--- config.mk ---
export PLATFORM = sky130hd
export DESIGN_NAME = nearest_palette_color
export DESIGN_NICKNAME = d
export VERILOG_FILES = /design/src/rtl/npc_pkg.sv /design/src/rtl/npc_ram.sv /design/src/rtl/npc_dist.sv /design/src/rtl/nearest_palette_color.sv
export SDC_FILE = /design/constraint.sdc
export NUM_CORES = 2
export LEC_CHECK = 0
export BUFFER_PORTS_ARGS = -buffer_cell sky130_fd_sc_hd__buf_2
export CAP_MARGIN = 15
export CORE_ASPECT_RATIO = 1.5
export CORE_UTILIZATION = 38
export DETAILED_ROUTE_END_ITERATION = 8
export HOLD_SLACK_MARGIN = 0.02
export PLACE_DENSITY = 0.59
export SETUP_SLACK_MARGIN = 0.3
export SKIP_CTS_REPAIR_TIMING = 1
export SYNTH_ARGS = -nofsm -noshare
export SYNTH_HDL_FRONTEND = slang
export SYNTH_SLANG_ARGS = --single-unit
--- constraint.sdc ---
create_clock -name aclk -period 11.4 [get_ports aclk]
set_clock_uncertainty 0.05 [all_clocks]
set_input_delay 0.57 -clock aclk [delete_from_list [all_inputs] [get_ports aclk]]
set_output_delay 0.57 -clock aclk [all_outputs]
set_load 0.03 [all_outputs]
--- src/rtl/npc_pkg.sv ---
package npc_pkg;

    localparam int unsigned COLOR_W = 8;
    localparam int unsigned IDX_W   = 7;
    localparam int unsigned TAG_W   = 4;
    localparam int unsigned DIST_W  = 18;
    localparam int unsigned SQ_W    = 2 * COLOR_W;

    // Distance reported when no entry was scanned: one more than the largest real one.
    localparam logic [DIST_W-1:0] NO_MATCH_DIST = DIST_W'(3 * 255 * 255 + 1);

    localparam logic FUNC_WRITE = 1'b0;
    localparam logic FUNC_QUERY = 1'b1;

    typedef struct packed {
        logic [COLOR_W-1:0] red;
        logic [COLOR_W-1:0] green;
        logic [COLOR_W-1:0] blue;
    } rgb_t;

    // Marks a palette entry moving through the distance pipeline.
    typedef struct packed {
        logic             valid;
        logic [IDX_W-1:0] index;
    } pipe_tag_t;

endpackage

--- src/rtl/npc_ram.sv ---
module npc_ram #(
    parameter int unsigned WIDTH = 24,
    parameter int unsigned DEPTH = 64
) (
    input  logic                     aclk,
    input  logic                     we,
    input  logic [$clog2(DEPTH)-1:0] waddr,
    input  logic [WIDTH-1:0]         wdata,
    input  logic                     re,
    input  logic [$clog2(DEPTH)-1:0] raddr,
    output logic [WIDTH-1:0]         rdata
);

    logic [WIDTH-1:0] mem [DEPTH];

    always_ff @(posedge aclk) begin
        if (we) begin
            mem[waddr] <= wdata;
        end
        if (re) begin
            rdata <= mem[raddr];
        end
    end

endmodule

--- src/rtl/npc_dist.sv ---
module npc_dist (
    input  logic                          aclk,
    input  logic                          aresetn,
    input  npc_pkg::pipe_tag_t            in_tag,
    input  npc_pkg::rgb_t                 entry,
    input  npc_pkg::rgb_t                 color,
    output npc_pkg::pipe_tag_t            out_tag,
    output logic [npc_pkg::DIST_W-1:0]    out_dist
);

    logic [npc_pkg::COLOR_W-1:0] diff_r, diff_g, diff_b;
    logic [npc_pkg::SQ_W-1:0]    sq_r_reg, sq_g_reg, sq_b_reg;
    npc_pkg::pipe_tag_t          tag1_reg;
    npc_pkg::pipe_tag_t          tag2_reg;
    logic [npc_pkg::DIST_W-1:0]  dist_reg;
    logic [npc_pkg::DIST_W-1:0]  dist_next;

    always_comb begin
        diff_r = (color.red >= entry.red) ? color.red - entry.red : entry.red - color.red;
        diff_g = (color.green >= entry.green) ? color.green - entry.green
                                              : entry.green - color.green;
        diff_b = (color.blue >= entry.blue) ? color.blue - entry.blue
                                            : entry.blue - color.blue;
        dist_next = npc_pkg::DIST_W'(sq_r_reg) + npc_pkg::DIST_W'(sq_g_reg)
                  + npc_pkg::DIST_W'(sq_b_reg);
    end

    // Stage one squares the three differences, stage two adds them.
    always_ff @(posedge aclk) begin
        sq_r_reg <= diff_r * diff_r;
        sq_g_reg <= diff_g * diff_g;
        sq_b_reg <= diff_b * diff_b;
        dist_reg <= dist_next;
        if (!aresetn) begin
            tag1_reg <= '0;
            tag2_reg <= '0;
        end else begin
            tag1_reg <= in_tag;
            tag2_reg <= tag1_reg;
        end
    end

    assign out_tag  = tag2_reg;
    assign out_dist = dist_reg;

endmodule

--- src/rtl/nearest_palette_color.sv ---
// Write words are taken one per cycle while no query is in progress, and give no result.
// A query scans the first N = min(entries_in_use, PALETTE_DEPTH) entries, one RAM read a
// cycle into a shared two-stage distance unit. m_tvalid rises and s_tready returns in the
// same cycle, when the result is loaded into the free output register.
// Reset (aresetn low, synchronous) clears the sequencer, the output valid and entries_in_use;
// the palette RAM is not cleared and holds nothing defined until written.
module nearest_palette_color #(
    parameter int unsigned PALETTE_DEPTH = 64
) (
    input  logic        aclk,
    input  logic        aresetn,
    input  logic        s_tvalid,
    output logic        s_tready,
    // entry_index[6:0], red[14:7], green[22:15], blue[30:23], query_tag[34:31], zeros
    input  logic [39:0] s_tdata,
    // func[0]
    input  logic [0:0]  s_tuser,
    output logic        m_tvalid,
    input  logic        m_tready,
    // tag_out[3:0], best_index[10:4], best_distance[28:11], zeros
    output logic [31:0] m_tdata,
    input  logic        cfg_valid,
    output logic        cfg_ready,
    input  logic [6:0]  cfg_data
);

    localparam int unsigned AW = $clog2(PALETTE_DEPTH);
    localparam logic [8:0]  DEPTH_9 = 9'(PALETTE_DEPTH);

    localparam logic [1:0] ST_IDLE  = 2'd0;
    localparam logic [1:0] ST_SCAN  = 2'd1;
    localparam logic [1:0] ST_DRAIN = 2'd2;
    localparam logic [1:0] ST_DONE  = 2'd3;

    logic [1:0] state_reg, state_next;

    logic [npc_pkg::IDX_W-1:0]  cfg_count_reg;
    logic [npc_pkg::IDX_W-1:0]  count_reg;
    logic [npc_pkg::IDX_W-1:0]  issue_idx_reg;
    npc_pkg::pipe_tag_t         issue_tag_reg;
    npc_pkg::rgb_t              color_reg;
    logic [npc_pkg::TAG_W-1:0]  qtag_reg;
    logic [npc_pkg::DIST_W-1:0] best_dist_reg;
    logic [npc_pkg::IDX_W-1:0]  best_idx_reg;
    logic                       m_tvalid_reg;
    logic [31:0]                m_tdata_reg;

    logic                       in_func;
    logic [npc_pkg::IDX_W-1:0]  in_index;
    npc_pkg::rgb_t              in_color;
    logic [npc_pkg::TAG_W-1:0]  in_tag;
    logic                       accept;
    logic                       wr_en;
    logic [npc_pkg::IDX_W-1:0]  wr_idx_m1;
    logic [npc_pkg::IDX_W-1:0]  rd_idx_m1;
    logic [npc_pkg::IDX_W-1:0]  count_sat;
    logic                       rd_en;
    logic [23:0]                rd_data;
    npc_pkg::pipe_tag_t         dist_tag;
    logic [npc_pkg::DIST_W-1:0] dist_val;
    logic                       out_free;

    assign in_func        = s_tuser[0];
    assign in_index       = s_tdata[6:0];
    assign in_color.red   = s_tdata[14:7];
    assign in_color.green = s_tdata[22:15];
    assign in_color.blue  = s_tdata[30:23];
    assign in_tag         = s_tdata[34:31];

    assign s_tready  = (state_reg == ST_IDLE);
    assign accept    = s_tvalid && s_tready;
    assign cfg_ready = 1'b1;
    assign out_free  = !m_tvalid_reg || m_tready;

    // Writes outside entries one through the depth are dropped.
    assign wr_en = accept && (in_func == npc_pkg::FUNC_WRITE) && (in_index != '0)
                   && ({2'b00, in_index} <= DEPTH_9);
    assign wr_idx_m1 = in_index - 7'd1;
    assign rd_idx_m1 = issue_idx_reg - 7'd1;
    assign rd_en     = (state_reg == ST_SCAN);

    assign count_sat = ({2'b00, cfg_count_reg} > DEPTH_9) ? DEPTH_9[6:0] : cfg_count_reg;

    npc_ram #(
        .WIDTH (24),
        .DEPTH (PALETTE_DEPTH)
    ) u_ram (
        .aclk  (aclk),
        .we    (wr_en),
        .waddr (AW'(wr_idx_m1)),
        .wdata (in_color),
        .re    (rd_en),
        .raddr (AW'(rd_idx_m1)),
        .rdata (rd_data)
    );

    npc_dist u_dist (
        .aclk     (aclk),
        .aresetn  (aresetn),
        .in_tag   (issue_tag_reg),
        .entry    (npc_pkg::rgb_t'(rd_data)),
        .color    (color_reg),
        .out_tag  (dist_tag),
        .out_dist (dist_val)
    );

    always_comb begin
        state_next = state_reg;
        unique case (state_reg)
            ST_IDLE: begin
                if (accept && (in_func == npc_pkg::FUNC_QUERY)) begin
                    state_next = (count_sat == '0) ? ST_DONE : ST_SCAN;
                end
            end
            ST_SCAN: begin
                if (issue_idx_reg == count_reg) begin
                    state_next = ST_DRAIN;
                end
            end
            ST_DRAIN: begin
                if (dist_tag.valid && (dist_tag.index == count_reg)) begin
                    state_next = ST_DONE;
                end
            end
            ST_DONE: begin
                if (out_free) begin
                    state_next = ST_IDLE;
                end
            end
            default: state_next = ST_IDLE;
        endcase
    end

    always_ff @(posedge aclk) begin
        if (!aresetn) begin
            state_reg     <= ST_IDLE;
            cfg_count_reg <= '0;
            issue_tag_reg <= '0;
            m_tvalid_reg  <= 1'b0;
        end else begin
            state_reg <= state_next;
            if (cfg_valid) begin
                cfg_count_reg <= cfg_data;
            end
            issue_tag_reg.valid <= rd_en;
            issue_tag_reg.index <= issue_idx_reg;
            if (state_reg == ST_DONE && out_free) begin
                m_tvalid_reg <= 1'b1;
            end else if (m_tready) begin
                m_tvalid_reg <= 1'b0;
            end
        end

        if (accept && (in_func == npc_pkg::FUNC_QUERY)) begin
            color_reg     <= in_color;
            qtag_reg      <= in_tag;
            count_reg     <= count_sat;
            issue_idx_reg <= 7'd1;
            best_dist_reg <= npc_pkg::NO_MATCH_DIST;
            best_idx_reg  <= '0;
        end else begin
            if (rd_en) begin
                issue_idx_reg <= issue_idx_reg + 7'd1;
            end
            // Strictly smaller wins, so the lowest index survives a tie.
            if (dist_tag.valid && (dist_val < best_dist_reg)) begin
                best_dist_reg <= dist_val;
                best_idx_reg  <= dist_tag.index;
            end
        end

        if (state_reg == ST_DONE && out_free) begin
            m_tdata_reg <= {3'b000, best_dist_reg, best_idx_reg, qtag_reg};
        end
    end

    assign m_tvalid = m_tvalid_reg;
    assign m_tdata  = m_tdata_reg;

endmodule
* Word-level counts from Yosys, hierarchy flattened *
Memory sizes are Yosys's and may differ from the RTL's. A register that Yosys moved wholly into a read port is not among the register bits.
Index checks and enable logic that the tools add are counted.

operators by class
  equal/unequal tests = 9
  reduce and logical (&&, ||, !) cells = 15
  multiplexer cells = 14
  $lt $le $gt $ge = 6
  add/sub/neg operators = 11
  multiply operators = 3
  bitwise gates (word level) = 1

operator list
  operator                                                number
  multiplier 8 x 8 -> 16 bit                              3
  subtractor 8 bit                                        6
  greater-or-equal comparator 8 bit                       3
  two-way mux 8 bit                                       3
  adder 18 x 16 -> 18 bit                                 1
  less-than comparator 18 bit                             1
  adder 16 x 16 -> 17 bit                                 1
  equality test 7 bit                                     2
  subtractor 6 x 1 -> 6 bit (second input constant)       2
  two-way mux 2 bit                                       5
  logical AND 1 bit                                       8
  one-hot mux 2 bit (4 select lines)                      1
  adder 7 x 1 -> 7 bit (second input constant)            1
  greater-than comparator 7 bit (second input constant)   1
  less-or-equal comparator 7 bit (second input constant)  1
  logical NOT 7 bit                                       1
  two-way mux 7 bit                                       1
  nonzero test 7 bit                                      1
  equality test 2 bit (second input constant)             2
  two-way mux 1 bit                                       4
  != test 2 x 1 -> 1 bit (second input constant)          2
  != test 2 bit (second input constant)                   2
  AND reduction 4 bit                                     1
  equality test 2 x 1 -> 1 bit (second input constant)    1
  other kinds (5)                                         5

word-level totals
  input bits = 53
  word-level logic and storage cells = 82
  output and inout bits = 35
  bits in writable memories = 1,536
  memories = 1
  flip-flop bits (word level) = 196

memories
  name       depth  bits a word  read ports  clocked after Yosys merged registers in  wr ports  line           text
  u_ram.mem  64     24           1           1                                        1         npc_ram.sv:14  logic [WIDTH-1:0] mem [DEPTH];

* Depth between registers and ports, before layout *
  depth in word-level cells = 7
  mapped depth = 29
  depth with buffers taken out = 28

* Cells and area by module *
Synthesis repeated with hierarchy kept, for this count alone.

unflattened totals
  cell total of the unflattened synthesis = 4,040
  area total of the unflattened synthesis = 73,644.4 µm²

modules (own cells, without submodules)
  module                 instances  area an instance (µm²)  sequential area each (µm²)  cells each
  npc_ram                1          59,535.8                46,844.9                    2,610
  npc_dist               1          9,345.2                 1,581.5                     1,039
  nearest_palette_color  1          4,763.3                 2,922.8                     391

* Worst setup path before layout *
No wires, ideal clock.

  kind = flip-flop to flip-flop
  start = register color_reg[0] (netlist bit)
  end = register u_dist.sq_b_reg[15] (netlist bit)
  required time = 11.227 ns
  path slack = 4.734 ns
  path buffers = 0
  clock period less this slack = 6.666 ns
  library setup time = 0.123 ns
  cell stages (with the launch flop) = 25
  arrival = 6.492 ns
  cell sequence = edfxtp_1 inv_1 ha_1 inv_1 fa_1 a21o_1 a21o_1 nor4_1 o21ai_2 mux2i_1 xnor2_1 nor2_1 fa_1 inv_1 fa_1 fa_1 fa_1 inv_1 ha_1 a21o_1 a31o_2 and4_1 a2111oi_0 a21oi_1 xor2_1

on the way
  word-level cells in the longest chain between the ends = 3
  elaborated cells on any way between the ends = 5
  those cells by class = 2 x add/sub; 1 x mul; 1 x order compare; 1 x mux

RTL lines
  what                                      line                          text
  start: declaration                        nearest_palette_color.sv:41   npc_pkg::rgb_t color_reg;
  start signal: assignment                  nearest_palette_color.sv:155  color_reg <= in_color;
  subtractor 8 bit (tied with other cells)  npc_dist.sv:23                : entry.blue - color.blue;
  two-way mux 8 bit *                       npc_dist.sv:22                diff_b = (color.blue >= entry.blue) ? color.blue - entry.blue
  multiplier 8 x 8 -> 16 bit *              npc_dist.sv:32                sq_b_reg <= diff_b * diff_b;
  end signal: assignment                    npc_dist.sv:32
  end: declaration                          npc_dist.sv:12                logic [npc_pkg::SQ_W-1:0] sq_r_reg, sq_g_reg, sq_b_reg;

Mark *: on every way between the ends. The rest lies on a longest branch, timed or not.
A chain may end at the register's enable or synchronous reset.

* Worst setup path after layout *
Ends and elaborated chain as after synthesis.

==> reports/metrics.sh <==
DIE_X_UM=361
GRT_SETUP_UNREPAIRED='no'
SETUP_VIOL_COUNT_FINAL=0
GRTUSAGETOTAL_PCT=17.4
AVGSYNTHCELLAREA_SQ_UM=19.6
DESIGN.FINAL.NETS=4257
SYNTHARSTFLOPSHARE_PCT=0
DRT_ITER0_MARKERS=3068
HOLD-PATH-CELL-COUNT=3
SYNTHTOLAYOUTAREAGROWTH_PCT=12.8
NUM_VIAS=34910
GRT.OVERFLOW.TOTAL=0
WORST_R2R_PATH_DEPTH=24
FIN_CRIT_NS=7.45
RRSETUPSLACK_NS=3.95
LARGEST_REG_FLOPS=1536
WORSTHOLDPATHTYPE='input port to flop'
SYN_INST=3739
CTS_SINKS=1753
CLK_LATENCY_NS=0.82
TIMING_WORST_SETUP_PATH_TYPE='flop to flop'
CLOCK_TREE.ROOT_CELL='clkbuf_16'
ANTENNA_VIOLATING_NETS_POST_ROUTE=0
DP_HPWL_MM=100
SYNTH-EDFF-COUNT=1624
TIMING.SETUP.TNS_NS=0
MOST-COMMON-LAYOUT-CELLS='edfxtp_1, mux4_2, inv_1, ha_1, nor2_1'
PIN_COUNT_OF_THE_BIGGEST_NET_ENTERING_GLOBAL_ROUTING=118
WORST_EP_ARRIVAL_TIME_NS=8.06
MOST_USED_FLIP_FLOP_CELL_AFTER_SYNTHESIS='edfxtp_1'
CLOCK_TREE.HTREE_LEVEL_COUNT=4
WORST_MAX_SLEW_PIN_SLEW_NS=1.20
YS_TOP_CELLS_BY_AREA='edfxtp_1, mux4_2, dfxtp_1, ha_1, fa_1'
WL_MM=169
SYNTH_SEQUENTIAL_AREA_RATIO_PCT=70.1
DIE_HEIGHT_UM=540
WORST_MIN_DELAY_PATH_STARTPOINT='cfg_data[6]'
WL_PER_CELL_UM=25.9
FAILED_CHECKS='negative hold slack'
TRITONCTS='yes'
CRIT_TOP_CELL='fa_1'
FINAL-MAX-SLEW-VIOLATION-COUNT=0
CP-END-KIND='flop'
R2R_START='color_reg[0]'
DR.PASS1.ITERS=7
ROUTED_VIA_DENSITY=5.33
DRC_ERRORS=0
FILLER_CELL_COUNT=16476
IO_PINS=88
SYNTHESIZED_AREA_SQ_UM=73300
INITIAL_ANTENNA_VIOLATION_COUNT=17
PLACE.GP.CONGESTION=0.784
SYNTHDOMINANTAREACELLTYPE='edfxtp_1'
MAX_CLOCK_FREQ_GHz=0.134
SLEW_HEADROOM_PCT=20.3
ROW_COUNT=197
CRITICAL_PATH.REG2REG.ENDPOINT='u_dist.sq_b_reg[15]'
WORST-PATH-MAX-FANOUT=10
CTS-ROOT-TO-SINK-BUFFERS=4
FINAL_COMMON_CELL='edfxtp_1'
CRITICAL_PATH_REQUIRED_NS=12.01
HOLD_SLACK_NS=-0.00302
STATUS='complete, but fails checks'
CLK_PIN_SLEW_NS=0.07
FINAL.PERIOD_UTILIZATION_PCT=65.3
HOLD_VIOL=1
CORE_AREA_SQ_UM=192000
COUNT_OF_INPUT_AND_OUTPUT_BUFFERS=78
GRT_PASS1_WL_MM=247
INITIAL_CORE_UTIL_PCT=38.2
NUMCTSBUFFERS=168
DRIVE_GT1_SHARE_PCT=24.2
WORSTHOLDENDPOINT='cfg_count_reg[6]'
TIMING.CRITICAL_PATH.SLOWEST_CELL_DELAY_NS=0.76
YOSYSUNIQUECELLTYPES=61
YOSYSTOPAREACELLSHARE_PCT=66.6
DESIGN.DIE.AREA_SQ_UM=195000
CP_CELL_SEQUENCE='inv_1 > ha_1 > inv_1 > fa_1 > a21o_1 > a21o_1 > nor4_1 > o21ai_2 > mux2i_1 > xnor2_1 > nor2_1 > fa_1 > fa_1 > inv_1 > fa_1 > fa_1 > inv_1 > ha_1 > a21o_1 > a31o_2 > and4_1 > a2111oi_0 > a21oi_1 > xor2_1'
TIMING.CRITICAL_PATH.SLOWEST_STAGE_CELL='xnor2_1'
TIMING.MAX_CAP.VIOLATIONS=0
YOSYS_WARNINGS=0
SYNTH_SEQ_CELLS=1753
GRT_PASS1_VIAS=36939
CRITPATHLAUNCHTYPE='flop'
## per-stage QoR
| stage | instance area (sq um) | utilization (%) | setup WS, ns | instances | hold WS (ns) |
|---|---|---|---|---|---|
| 6_report | 82700 | 43.1 | 3.95 | 6546 | -0.00302 |
| 5_1_grt | 82700 | 43.1 | 3.46 | 6544 | 0.0333 |
| 4_1_cts | 82500 | 43.0 | 3.87 | 6525 | -0.139 |
| 3_5_place_dp | 77300 | 40.3 | 3.89 | 6233 | 0.355 |
| 3_3_place_gp | 77300 | 40.3 | 4.06 | 6233 | 0.354 |
| 2_1_floorplan | 73300 | - | 4.73 | 3741 | 0.350 |
## cell families after synthesis
| group | count (synthesis) | synth area share, % |
|---|---|---|
| adders and majority gates | 273 | 5.48 |
| muxes | 554 | 16.2 |
| buffers and inverters | 361 | 2.00 |
| and+or+nand+nor | 465 | 2.90 |
| other | 2 | 0.0103 |
| DFF | 1753 | 70.1 |
| xor gates and xnor gates | 119 | 1.44 |
| AOI/OAI and AO/OA | 212 | 1.89 |
## worst max-delay path: cells and delay by family, from the launching register on
| kind | cells | cell delay (ns) |
|---|---|---|
| buf+inv | 4 | 0.21 |
| flops | 1 | 0.39 |
| xor+xnor | 2 | 0.93 |
| mux | 1 | 0.18 |
| compound gates | 7 | 1.85 |
| simple gates | 3 | 0.79 |
| fa+ha+maj | 7 | 2.91 |
## cell usage after synthesis, types with 6 or more instances
library cell  number
o21ai_0           38
nand2_1           63
or2_2              9
a31oi_1            8
ha_1             193
and3_1             7
xnor2_1           75
nor4_1             9
inv_1            213
o21bai_1           9
dfxtp_1          129
nand4_1            8
o211ai_1          10
edfxtp_1        1624
buf_2             41
buf_1             10
mux4_2           504
nor3_1            19
and2_1            26
nand2b_1          18
a211oi_1          14
a21o_1            31
nand3_1           21
o21a_1             6
buf_4              6
or3_1              6
xor2_1            42
clkbuf_1          85
nor2_1           236
a21oi_1           67
nor2b_1           36
fa_1              80
mux2i_1           45
## how the worst max path moves through the flow
stage | slack [ns] | endpoint | cells past startpoint | start
2_1_floorplan | 4.73 | u_dist.sq_b_reg[15] | 24 | color_reg[0]
3_3_place_gp | 4.06 | u_dist.sq_b_reg[15] | 24 | color_reg[0]
3_5_place_dp | 3.89 | u_dist.sq_b_reg[15] | 24 | color_reg[0]
4_1_cts | 3.87 | u_dist.sq_b_reg[15] | 24 | color_reg[0]
5_1_grt | 3.46 | u_dist.sq_b_reg[15] | 24 | color_reg[0]
6_report | 3.95 | u_dist.sq_b_reg[15] | 24 | color_reg[0]
## layout make-up
cell class	instances	area, sq um	share of cell area, %
Multi-Input combinational cell	1627	21000	25.4
Timing Repair Buffer	167	1200	1.45
Sequential cell	1753	51400	62.1
Antenna cell	6	15.0	0.0182
Clock buffer	214	4450	5.38
Inverter	214	803	0.972
Tap cell	2487	3110	3.76
Clock inverter	78	712	0.861
## metal layers
metal  global-route usage (%)  vias up  wire, um
met5                        0        -        88
met4                     5.21       14      4760
met3                     3.48      268      9660
met2                     32.4      852     92700
met1                     19.8    18545     62300
li1                         -    15231         -
Power is not shown: default switching activity piles up to over one toggle a cycle in this logic, so the estimate is an artifact.
